===== src/rtl/slst_pkg.sv =====
// Shared types and constants for the sorted list engine.
// No dependencies; imported by the controller, the datapath and the top level.
package slst_pkg;

    localparam int CAPACITY = 16;
    localparam int IDX_W    = $clog2(CAPACITY);
    localparam int CNT_W    = $clog2(CAPACITY + 1);
    localparam int CMP_W    = CNT_W + 1;

    typedef enum logic [1:0] {
        MODE_INSERT   = 2'd0,
        MODE_REMOVE   = 2'd1,
        MODE_CONTAINS = 2'd2,
        MODE_READ     = 2'd3
    } t_mode;

    typedef enum logic [1:0] {
        ST_OK    = 2'd0,
        ST_RANGE = 2'd1,
        ST_FULL  = 2'd2
    } t_status;

    typedef enum logic [2:0] {
        S_IDLE,
        S_DISPATCH,
        S_INS_SCAN,
        S_INS_PUT,
        S_REM_SHIFT,
        S_CON_SCAN,
        S_RD_WAIT,
        S_FINISH
    } t_state;

    typedef enum logic [2:0] {
        IDX_HOLD,
        IDX_SET_TOP,
        IDX_SET_POS,
        IDX_SET_ZERO,
        IDX_DEC,
        IDX_INC
    } t_idx_op;

    typedef enum logic {
        WR_DATA,
        WR_VALUE
    } t_wr_src;

    typedef enum logic [1:0] {
        AT_IDX,
        AT_NEXT,
        AT_ZERO
    } t_wr_at;

    typedef enum logic [1:0] {
        CNT_HOLD,
        CNT_INC,
        CNT_DEC
    } t_cnt_op;

    // controller -> datapath
    typedef struct packed {
        logic    load;
        t_idx_op idx_op;
        logic    wr_en;
        t_wr_src wr_src;
        t_wr_at  wr_at;
        t_cnt_op cnt_op;
        logic    set_status;
        t_status status;
        logic    set_found;
        logic    set_rd_data;
        logic    set_rd_min;
    } t_cmd;

    // datapath -> controller
    typedef struct packed {
        t_mode mode;
        logic  full;
        logic  empty;
        logic  pos_oor;
        logic  pos_last;
        logic  greater;
        logic  idx_zero;
        logic  rem_last;
        logic  equal;
        logic  con_last;
    } t_stat;

endpackage


===== src/rtl/slst_ctrl.sv =====
// Sequencing state machine of the sorted list engine.
// Depends on slst_pkg; drives the datapath through t_cmd and reads t_stat.
module slst_ctrl import slst_pkg::*; (
    input  logic  i_clk,
    input  logic  i_rst_n,
    input  logic  i_start,
    input  t_stat i_stat,
    output t_cmd  o_cmd,
    output logic  o_busy,
    output logic  o_valid
);

    t_state r_state, n_state;

    always_ff @(posedge i_clk) begin
        if (!i_rst_n) begin
            r_state <= S_IDLE;
        end else begin
            r_state <= n_state;
        end
    end

    // next state
    always_comb begin
        n_state = r_state;
        unique case (r_state)
            S_IDLE: begin
                if (i_start) n_state = S_DISPATCH;
            end
            S_DISPATCH: begin
                unique case (i_stat.mode)
                    MODE_INSERT: begin
                        if (i_stat.full)       n_state = S_FINISH;
                        else if (i_stat.empty) n_state = S_INS_PUT;
                        else                   n_state = S_INS_SCAN;
                    end
                    MODE_REMOVE: begin
                        if (i_stat.pos_oor || i_stat.pos_last) n_state = S_FINISH;
                        else                                   n_state = S_REM_SHIFT;
                    end
                    MODE_CONTAINS: begin
                        if (i_stat.empty) n_state = S_FINISH;
                        else              n_state = S_CON_SCAN;
                    end
                    MODE_READ: begin
                        if (i_stat.pos_oor) n_state = S_FINISH;
                        else                n_state = S_RD_WAIT;
                    end
                    default: n_state = S_FINISH;
                endcase
            end
            S_INS_SCAN: begin
                if (!i_stat.greater)      n_state = S_FINISH;
                else if (i_stat.idx_zero) n_state = S_INS_PUT;
            end
            S_INS_PUT:   n_state = S_FINISH;
            S_REM_SHIFT: begin
                if (i_stat.rem_last) n_state = S_FINISH;
            end
            S_CON_SCAN: begin
                if (i_stat.equal || i_stat.con_last) n_state = S_FINISH;
            end
            S_RD_WAIT:   n_state = S_FINISH;
            S_FINISH:    n_state = S_IDLE;
            default:     n_state = S_IDLE;
        endcase
    end

    // outputs
    always_comb begin
        o_cmd            = '0;
        o_cmd.idx_op     = IDX_HOLD;
        o_cmd.wr_src     = WR_DATA;
        o_cmd.wr_at      = AT_IDX;
        o_cmd.cnt_op     = CNT_HOLD;
        o_cmd.status     = ST_OK;
        o_busy           = (r_state != S_IDLE);
        o_valid          = (r_state == S_FINISH);
        unique case (r_state)
            S_IDLE: begin
                o_cmd.load = i_start;
            end
            S_DISPATCH: begin
                unique case (i_stat.mode)
                    MODE_INSERT: begin
                        if (i_stat.full) begin
                            o_cmd.set_status = 1'b1;
                            o_cmd.status     = ST_FULL;
                        end else if (!i_stat.empty) begin
                            o_cmd.idx_op = IDX_SET_TOP;
                        end
                    end
                    MODE_REMOVE: begin
                        if (i_stat.pos_oor) begin
                            o_cmd.set_status = 1'b1;
                            o_cmd.status     = ST_RANGE;
                        end else if (i_stat.pos_last) begin
                            o_cmd.cnt_op = CNT_DEC;
                        end else begin
                            o_cmd.idx_op = IDX_SET_POS;
                        end
                    end
                    MODE_CONTAINS: begin
                        if (!i_stat.empty) o_cmd.idx_op = IDX_SET_ZERO;
                    end
                    MODE_READ: begin
                        if (i_stat.pos_oor) begin
                            o_cmd.set_status = 1'b1;
                            o_cmd.status     = ST_RANGE;
                            o_cmd.set_rd_min = 1'b1;
                        end else begin
                            o_cmd.idx_op = IDX_SET_POS;
                        end
                    end
                    default: ;
                endcase
            end
            S_INS_SCAN: begin
                o_cmd.wr_en = 1'b1;
                o_cmd.wr_at = AT_NEXT;
                if (i_stat.greater) begin
                    o_cmd.wr_src = WR_DATA;
                    if (!i_stat.idx_zero) o_cmd.idx_op = IDX_DEC;
                end else begin
                    o_cmd.wr_src = WR_VALUE;
                    o_cmd.cnt_op = CNT_INC;
                end
            end
            S_INS_PUT: begin
                o_cmd.wr_en  = 1'b1;
                o_cmd.wr_src = WR_VALUE;
                o_cmd.wr_at  = AT_ZERO;
                o_cmd.cnt_op = CNT_INC;
            end
            S_REM_SHIFT: begin
                o_cmd.wr_en  = 1'b1;
                o_cmd.wr_src = WR_DATA;
                o_cmd.wr_at  = AT_IDX;
                if (i_stat.rem_last) o_cmd.cnt_op = CNT_DEC;
                else                 o_cmd.idx_op = IDX_INC;
            end
            S_CON_SCAN: begin
                if (i_stat.equal)          o_cmd.set_found = 1'b1;
                else if (!i_stat.con_last) o_cmd.idx_op    = IDX_INC;
            end
            S_RD_WAIT: begin
                o_cmd.set_rd_data = 1'b1;
            end
            S_FINISH: ;
            default: ;
        endcase
    end

endmodule


===== src/rtl/slst_datapath.sv =====
// Entry store, item latch, scan index, entry count and result registers.
// Depends on slst_pkg; steered by slst_ctrl through t_cmd, reports t_stat.
module slst_datapath import slst_pkg::*; (
    input  logic               i_clk,
    input  logic               i_rst_n,
    input  t_cmd               i_cmd,
    input  logic [1:0]         i_mode,
    input  logic signed [31:0] i_value,
    input  logic [4:0]         i_position,
    output t_stat              o_stat,
    output logic               o_found,
    output logic signed [31:0] o_read_value,
    output logic [4:0]         o_count,
    output logic [1:0]         o_status
);

    logic signed [31:0] r_mem [CAPACITY];
    logic signed [31:0] r_rdata;

    t_mode              r_mode;
    logic signed [31:0] r_value;
    logic [4:0]         r_pos;
    logic [IDX_W-1:0]   r_idx, n_idx;
    logic [CNT_W-1:0]   r_count, n_count;

    logic               r_found;
    logic signed [31:0] r_rd;
    t_status            r_status;

    logic [IDX_W-1:0]   rd_addr;
    logic [IDX_W-1:0]   wr_addr;
    logic signed [31:0] wr_data;

    // item latch
    always_ff @(posedge i_clk) begin
        if (i_cmd.load) begin
            r_mode  <= t_mode'(i_mode);
            r_value <= i_value;
            r_pos   <= i_position;
        end
    end

    // scan index
    always_comb begin
        n_idx = r_idx;
        case (i_cmd.idx_op)
            IDX_SET_TOP:  n_idx = IDX_W'(r_count - CNT_W'(1));
            IDX_SET_POS:  n_idx = IDX_W'(r_pos);
            IDX_SET_ZERO: n_idx = '0;
            IDX_DEC:      n_idx = r_idx - IDX_W'(1);
            IDX_INC:      n_idx = r_idx + IDX_W'(1);
            default:      n_idx = r_idx;
        endcase
    end

    always_ff @(posedge i_clk) begin
        r_idx <= n_idx;
    end

    // removal reads one entry ahead of the slot it fills
    assign rd_addr = (r_mode == MODE_REMOVE) ? n_idx + IDX_W'(1) : n_idx;

    always_comb begin
        case (i_cmd.wr_at)
            AT_NEXT: wr_addr = r_idx + IDX_W'(1);
            AT_ZERO: wr_addr = '0;
            default: wr_addr = r_idx;
        endcase
    end

    assign wr_data = (i_cmd.wr_src == WR_VALUE) ? r_value : r_rdata;

    always_ff @(posedge i_clk) begin
        if (i_cmd.wr_en) r_mem[wr_addr] <= wr_data;
        r_rdata <= r_mem[rd_addr];
    end

    // entry count
    always_comb begin
        n_count = r_count;
        case (i_cmd.cnt_op)
            CNT_INC: n_count = r_count + CNT_W'(1);
            CNT_DEC: n_count = r_count - CNT_W'(1);
            default: n_count = r_count;
        endcase
    end

    always_ff @(posedge i_clk) begin
        if (!i_rst_n) begin
            r_count <= '0;
        end else begin
            r_count <= n_count;
        end
    end

    // result registers
    always_ff @(posedge i_clk) begin
        if (i_cmd.load) begin
            r_found  <= 1'b0;
            r_rd     <= '0;
            r_status <= ST_OK;
        end else begin
            if (i_cmd.set_found)   r_found  <= 1'b1;
            if (i_cmd.set_rd_data) r_rd     <= r_rdata;
            if (i_cmd.set_rd_min)  r_rd     <= 32'sh8000_0000;
            if (i_cmd.set_status)  r_status <= i_cmd.status;
        end
    end

    // status to the controller
    always_comb begin
        o_stat.mode     = r_mode;
        o_stat.full     = (32'(r_count) >= 32'(CAPACITY));
        o_stat.empty    = (r_count == '0);
        o_stat.pos_oor  = (32'(r_pos) >= 32'(r_count));
        o_stat.pos_last = ((32'(r_pos) + 32'd1) == 32'(r_count));
        o_stat.greater  = (r_rdata > r_value);
        o_stat.idx_zero = (r_idx == '0);
        o_stat.rem_last = ((CMP_W'(r_idx) + CMP_W'(2)) == CMP_W'(r_count));
        o_stat.equal    = (r_rdata == r_value);
        o_stat.con_last = ((CMP_W'(r_idx) + CMP_W'(1)) == CMP_W'(r_count));
    end

    assign o_found      = r_found;
    assign o_read_value = r_rd;
    assign o_count      = 5'(r_count);
    assign o_status     = r_status;

endmodule


===== src/rtl/sorted_list_engine.sv =====
// Sorted list engine: up to CAPACITY signed 32-bit values kept in ascending order.
// Operation length is set by one entry memory read and write per cycle: insert, remove and
//   contains scan entries, and rejected items go from dispatch straight to the strobe.
// Transactions: one at a time (busy through the strobe cycle, next accept in the cycle after);
//   the receiver cannot stall results.
// Reset (synchronous, active low) empties the list; entry contents are left as they are.
module sorted_list_engine import slst_pkg::*; (
    input  logic               i_clk,
    input  logic               i_rst_n,
    // command side: accepted when start is high and busy is low
    input  logic               start,
    output logic               busy,
    input  logic [1:0]         i_mode,
    input  logic signed [31:0] i_value,
    input  logic [4:0]         i_position,
    // result side: o_valid marks a one-cycle result, never held off
    output logic               o_valid,
    output logic               o_found,
    output logic signed [31:0] o_read_value,
    output logic [4:0]         o_count,
    output logic [1:0]         o_status
);

    t_cmd  cmd;
    t_stat stat;
    logic  ctrl_busy;

    // Controller: IDLE -> DISPATCH -> op-specific scan state(s) -> FINISH (strobe).
    slst_ctrl u_ctrl (
        .i_clk   (i_clk),
        .i_rst_n (i_rst_n),
        .i_start (start),
        .i_stat  (stat),
        .o_cmd   (cmd),
        .o_busy  (ctrl_busy),
        .o_valid (o_valid)
    );

    // Datapath: entry memory with registered read, item latch, index and count.
    // Insert walks down from the top entry, moving larger entries up one slot,
    // and drops the new value in after the last entry not above it, so equal
    // values keep arrival order. Remove walks up from the index, closing the gap.
    slst_datapath u_dp (
        .i_clk        (i_clk),
        .i_rst_n      (i_rst_n),
        .i_cmd        (cmd),
        .i_mode       (i_mode),
        .i_value      (i_value),
        .i_position   (i_position),
        .o_stat       (stat),
        .o_found      (o_found),
        .o_read_value (o_read_value),
        .o_count      (o_count),
        .o_status     (o_status)
    );

    assign busy = ctrl_busy;

endmodule

===== config.mk =====
export PLATFORM = sky130hd
export DESIGN_NAME = sorted_list_engine
export DESIGN_NICKNAME = d
export VERILOG_FILES = /design/src/rtl/slst_pkg.sv /design/src/rtl/slst_ctrl.sv /design/src/rtl/slst_datapath.sv /design/src/rtl/sorted_list_engine.sv
export SDC_FILE = /design/constraint.sdc
export NUM_CORES = 1
export LEC_CHECK = 0
export ABC_AREA = 1
export BUFFER_PORTS_ARGS = -buffer_cell sky130_fd_sc_hd__buf_2
export CORE_UTILIZATION = 58
export CTS_CLUSTER_SIZE = 25
export DETAILED_ROUTE_END_ITERATION = 8
export MAX_ROUTING_LAYER = met4
export PLACE_DENSITY = 0.75
export REMOVE_ABC_BUFFERS = 1
export SETUP_SLACK_MARGIN = 0.2
export SYNTH_ARGS = -nofsm -noshare
export SYNTH_HDL_FRONTEND = slang
export SYNTH_SLANG_ARGS = --single-unit

===== constraint.sdc =====
create_clock -name i_clk -period 5.2 [get_ports i_clk]
set_input_delay 0.26 -clock i_clk [delete_from_list [all_inputs] [get_ports i_clk]]
set_output_delay 0.26 -clock i_clk [all_outputs]
set_load 0.01 [all_outputs]

# Word level (Yosys, flattened, before mapping)
# Memories as Yosys holds them, arrays and structs flattened. A register that Yosys moved wholly into a read port is not among the register bits.
# Cells that the tools add are included.
[classes]
order_cmp = 3
div = 0
eq_ne = 27
bitwise_logic = 0
n_reduce_logical = 13
add_sub_neg = 8
mul = 0
muxes = 53
n_shift = 0
[ops]
columns = ["cell", "n"]
rows = [
  ["32-bit 2-to-1 mux", 3],
  ["3-bit 2-to-1 mux", 14],
  ["3-bit one-hot mux with 4 select lines", 3],
  ["32-bit == test", 1],
  ["32-bit by 5-bit == test with 1-bit output", 1],
  ["32-bit > comparator", 1],
  ["3-bit one-hot mux with 7 select lines", 1],
  ["2-bit 2-to-1 mux", 10],
  ["4-bit one-hot mux with 5 select lines", 1],
  ["3-bit == test, second input constant", 6],
  ["1-bit 2-to-1 mux", 15],
  ["3-bit by 2-bit == test with 1-bit output, second input constant", 4],
  ["6-bit by 5-bit == test with 1-bit output", 2],
  ["4-bit one-hot mux with 3 select lines", 1],
  ["5-bit one-hot mux with 2 select lines", 1],
  ["4-bit by 1-bit adder with 4-bit output, second input constant", 2],
  ["2-bit == test, second input constant", 4],
  ["2-bit one-hot mux with 4 select lines", 1],
  ["4-bit one-hot mux with 2 select lines", 1],
  ["5-bit by 1-bit adder with 6-bit output, second input constant", 1],
  ["2-bit by 1-bit == test with 1-bit output, second input constant", 3],
  ["3-bit by 1-bit == test with 1-bit output, second input constant", 2],
  ["3-bit one-hot mux with 2 select lines", 1],
  ["2-bit OR reduction", 3],
  ["other kinds (19)", 22],
]
[totals]
wordCells = 115
ff_bits = 86
in_bits = 42
mem_bits_rw = 512
mem_bits_ro = 0
latch_bits = 0
mem_count = 1
out_inout_bits = 42
[mem_list]
columns = ["name", "depth", "width", "rd", "rd_clocked_by_memory_dff", "write_ports", "line", "text"]
rows = [
  ["u_dp.r_mem", 16, 32, 1, 1, 1, "slst_datapath.sv:17", "logic signed [31:0] r_mem [CAPACITY];"],
]

# Depth between registers and ports, before layout
[logic_depth]
ltp_word = 10
depth_mapped = 32

# By module
# Synthesis repeated with hierarchy kept, for this count alone.
[hier_totals]
hier_cells = 2762
hier_area_um2 = 28048.2
[modules_own_cells]
columns = ["module", "n_inst", "area_each_um2", "seq_area_each_um2", "cells_per_inst"]
rows = [
  ["slst_datapath", 1, 27615.2, 18067.3, 2677],
  ["slst_ctrl", 1, 432.9, 60.1, 85],
]

# Least setup slack after synthesis
# Ideal clock, no wire load.
[synth_path]
kind = "register to register"
startpoint = "register u_dp.r_count[2], in the netlist u_dp.o_count[2]"
endpoint = "register u_dp.r_rdata[11] (read register of u_dp.r_mem)"
t_arrival_ns = 3.613
required_time_ns = 5.088
slack_ns = 1.475
path_buffers = 3
stages_incl_launch_ff = 28
path_cell_list = "dfxtp_1 -> buf_2 -> inv_2 -> ha_1 -> a21oi_1 -> o21a_1 -> nand2_1 -> nor2_1 -> nand3_1 -> nand2_1 -> nand2_1 -> nor2_1 -> nand2_1 -> nand2_1 -> inv_2 -> nand3_2 -> nand2_2 -> inv_1 -> ha_1 -> or2_2 -> nand2_1 -> clkbuf_1 -> buf_2 -> nand3_1 -> nand3_1 -> nand2_1 -> nand2_1 -> nand2_1"
[synth_between]
elab_chain_len = 9
word_cells_on_any_way = 26
classes_between = "add/sub (2); order compare (2); eq/ne (8); mux (13); reduce/logical (1)"
[synth_lines]
columns = ["item", "line", "text"]
rows = [
  ["from (decl)", "slst_datapath.sv:24", "logic [CNT_W-1:0] r_count, n_count;"],
  ["from (signal assigned)", "slst_datapath.sv:92", "r_count <= n_count;"],
  ["32-bit by 5-bit == test with 1-bit output or 5-bit logical NOT (tied branches)", "slst_datapath.sv:116, slst_datapath.sv:114", ""],
  ["2-bit 2-to-1 mux or 1-bit 2-to-1 mux (tied branches)", "slst_ctrl.sv:97, slst_ctrl.sv:89", ""],
  ["2-bit 2-to-1 mux or 1-bit 2-to-1 mux (tied branches)", "slst_ctrl.sv:94, slst_ctrl.sv:86", ""],
  ["3-bit one-hot mux with 4 select lines", "slst_ctrl.sv:84", "unique case (i_stat.mode)"],
  ["3-bit one-hot mux with 4 select lines *", "slst_ctrl.sv:79", "unique case (r_state)"],
  ["3-bit == test, or another cell as far along", "slst_datapath.sv:46", "case (i_cmd.idx_op)"],
  ["4-bit one-hot mux with 5 select lines *", "slst_datapath.sv:46", ""],
  ["net u_dp.n_idx[0]", "slst_datapath.sv:23", "logic [IDX_W-1:0] r_idx, n_idx;"],
  ["4-bit by 1-bit adder with 4-bit output", "slst_datapath.sv:61", "assign rd_addr = (r_mode == MODE_REMOVE) ? n_idx + IDX_W'(1) : n_idx;"],
  ["4-bit 2-to-1 mux *", "slst_datapath.sv:61", ""],
  ["to (decl)", "slst_datapath.sv:18", "logic signed [31:0] r_rdata;"],
]
# The timed path passes the listed nets; every way through them passes the cells marked *. The select of a mux whose other input is x is not followed.
# A chain may end at the register's enable or synchronous reset.

# Worst setup path in the final report
[layout_path]
startpoint = "register u_dp.r_rdata[15] (read register of u_dp.r_mem)"
endpoint = "register u_dp.r_rdata[5] (read register of u_dp.r_mem)"
[layout_between]
elab_chain_len = 7
word_cells_on_any_way = 13
classes_between = "add/sub (1); order compare (1); eq/ne (6); mux (5)"
[layout_lines]
columns = ["item", "line"]
rows = [
  ["32-bit > comparator or 32-bit == test (tied branches)", "slst_datapath.sv:117, slst_datapath.sv:120"],
  ["3-bit 2-to-1 mux (on tied branches)", "slst_ctrl.sv:121, slst_ctrl.sv:143"],
  ["3-bit one-hot mux with 4 select lines *", "slst_ctrl.sv:79"],
  ["3-bit == test, or another cell as far along", "slst_datapath.sv:46"],
  ["4-bit one-hot mux with 5 select lines *", "slst_datapath.sv:46"],
  ["4-bit by 1-bit adder with 4-bit output", "slst_datapath.sv:61"],
  ["4-bit 2-to-1 mux *", "slst_datapath.sv:61"],
]
# Every way passes the cells marked *; elsewhere a longest branch is shown, timed or not.

==> reports/results.txt <==
Status = complete, no violations
Antenna violations before repair = 0
Synth cell count leaders = nand3_1 (662), nand2_1 (625), edfxtp_1 (551), inv_1 (93), buf_2 (89)
PortBufs = 83
Inserted Clock Buffers = 60
Post-CTS Setup Bufs = 0
CP Capture Type = register
Worst setup SP type = register
Slowest-stage cell, CP = nand2_8
Total global routing overflow = 0
Cell mode on critical path = nand2_1
Share of the synthesized area in the top cell type = 0.618
Sequential cell area fraction in the yosys report = 0.677
Global-route wire length before repair = 107 mm
Routability cong. = 0.902
Post-layout worst setup margin = 0.618 ns
Crit path buffers/inverters = 2
Final hold viol count = 0
Top_reg_cell synth = edfxtp_1
Unrepaired setup endpoints after global routing = no
Worst setup path end = u_dp.r_rdata[5]
Initial Util = 0.589
Die height = 217 um
Launching point of the worst reg2reg path = u_dp.r_rdata[15]
R2R Path End = u_dp.r_rdata[5]
TritonRoute pass-1 iters = 6
Pre-CTS WS = 0.723 ns
Layout Nets = 2649
Die area = 0.0470 mm^2
WHS Path Cells = 5
Total GRT Usage = 0.310
CTS root buffer = clkbuf_16
Stages on worst setup path = 23
Slew Limit Fails = 0
Clk_skew = 0.0119 ns
Distinct cells, synth = 43
Vias in the first global route = 18700
Reg2reg setup slack = 0.62 ns
WHS = 0.187 ns
Fmax = 218 MHz
Cts repair resizes = 0
# IOs = 84
CP Class = reg -> reg
Iteration-0 DRC Markers = 2686
Total Wirelength = 70.4 mm
Post-synth EDFFs = 551
Normalized max-slew margin = 0.144
Row count = 78
Area after DPL = 0.0281 mm^2
Post-synth top area cell = edfxtp_1
Post-Layout Cell Count = 3212
Routed len/inst = 21.9 um
Busiest grt layer = met2
Htree depth = 2
Worst Setup SP = u_dp.r_rdata[15]
Synth warnings = 0
Met1 track demand over resource = 0.415
Sink Count = 630
Synth top area cells = edfxtp_1 (62%), nand3_1 (12%), nand2_1 (8.8%), dfxtp_1 (5.9%), ha_1 (2.2%)
CTS tree = done
Reg2reg path depth = 23
Placed insts = 3058
Fin area = 0.0305 mm^2
Clock transition at the registers of the reported paths = 0.06 ns
Die W = 217 um
Critical path peak fanout = 84
Largest net degree at the start of global routing = 197
Antenna cells = 0
Crit path time final = 4.58 ns
Via/cell ratio = 6.04
Share of layout cells above drive strength 1 = 0.113
Syn Area/Cell = 10.9 um^2
Post-route ant nets = 0
Core ar. = 0.0455 mm^2
Yosys reg bits = 630
Mapped Area = 0.0268 mm^2
Asr flop ratio synth = 0
Met3 global-route usage = 0.0499
Final HPWL from detailed placement = 38.1 mm
DRC viols = 0
Slew @ Worst Pin = 1.28 ns
CP Cell Sequence = ha_1, a21oi_1, o21ai_0, a21oi_1, nand2_1, nand2_1, nand2_1, nand2_1, nand4_1, nand3_2, nand2_1, inv_2, nand3_2, nand2_2, nand2_8, nand2_8, buf_4, nand2_1, nand3_1, nand3_1, nand2_1, nand2_1, nand2_1
Setup violations, final = 0
Hold_buf cts = 40
GRT met2 Usage = 0.476
CP max stage delay = 0.55 ns
Clk buf depth = 3
Mapped Cells = 2452
CP top delay family = simple AND/OR/NAND/NOR gates
Total of max-cap violations = 0
Syn-to-layout area delta = 13.8%
Critical path arrival = 5.15 ns
Min-Delay Path Class = in -> reg
Period utilization = 0.881
CP Data Required Time = 5.77 ns
Clock insertion delay at the later pin of the skew report = 0.63 ns
Most common cell in the netlist = nand3_1
Total number of vias = 19400
[per-layer routing]
layer / up-vias / part of all wire / wire length, um
met5: - / 0 / 0
met4: 0 / 0.040 / 2810
met3: 220 / 0.10 / 7240
met2: 1131 / 0.47 / 33000
met1: 9199 / 0.39 / 27400
li1: 8856 / - / -
[worst min-delay path by stage]
stage	start	to	slack, ns
final	start	u_ctrl.r_state[1]	0.19
after global routing	start	u_ctrl.r_state[1]	0.21
after CTS	start	u_ctrl.r_state[1]	0.16
after detailed placement	i_value[30]	u_dp.r_value[30]	0.44
after global placement	i_position[4]	u_dp.r_pos[4]	0.44
after floorplan	i_mode[0]	u_dp.r_mode[0]	0.36
[stage by stage]
stage                     TNS, ns   util
after global placement          0  0.618
final                           0  0.670
after detailed placement        0  0.618
after global routing            0  0.670
after CTS                       0  0.670
after floorplan            -97.71      -
[final cells by class]
cell class	instances	area, um^2
well taps	600	751
clock buffers	86	1680
flip-flops and latches	630	18100
clock inverters	28	303
repair buffers	194	1490
inverters	105	397
fillers	3295	15000
multi-input cells	1569	7730
[registers in the layout (all words and copies together), names as in the netlist]
name	flops
u_dp.o_status	2
u_dp.r_idx	4
u_ctrl.r_state	3
u_dp.r_mode	2
u_dp.r_mem	512
u_dp.o_found	1
u_dp.r_value	32
u_dp.r_rdata	32
u_dp.o_read_value	32
u_dp.r_pos	5
u_dp.o_count	5
[cell families (layout without fill, tap and decap cells)]
logic type / Yosys count / after routing / share of synthesized area
adders and majority gates: 47 / 47 / 0.0220
buffers and inverters: 253 / 413 / 0.0417
and+or+nand+nor: 1376 / 1376 / 0.227
AOI/OAI and AO/OA: 131 / 131 / 0.0263
xor gates and xnor gates: 15 / 15 / 0.00547
DFF: 630 / 630 / 0.677
[tightest hold or removal path, cell delays in order]
cell and delay, ns:
buf_2 0.10, inv_1 0.17, a21oi_1 0.11, nand2_1 0.07
a21oi_1 0.06
[cells in the final DEF (no fill, tap or decap), types with 49 or more instances in the layout]
cell	count
inv_1	92
clkbuf_16	61
nand3_1	662
buf_4	60
nand2_1	623
edfxtp_1	551
buf_2	83
dfxtp_1	79
o21ai_0	49
a21oi_1	61
Power is left out: the tool's default activity adds up to more than one toggle a clock period on the data nets, which glitch-free logic cannot reach.
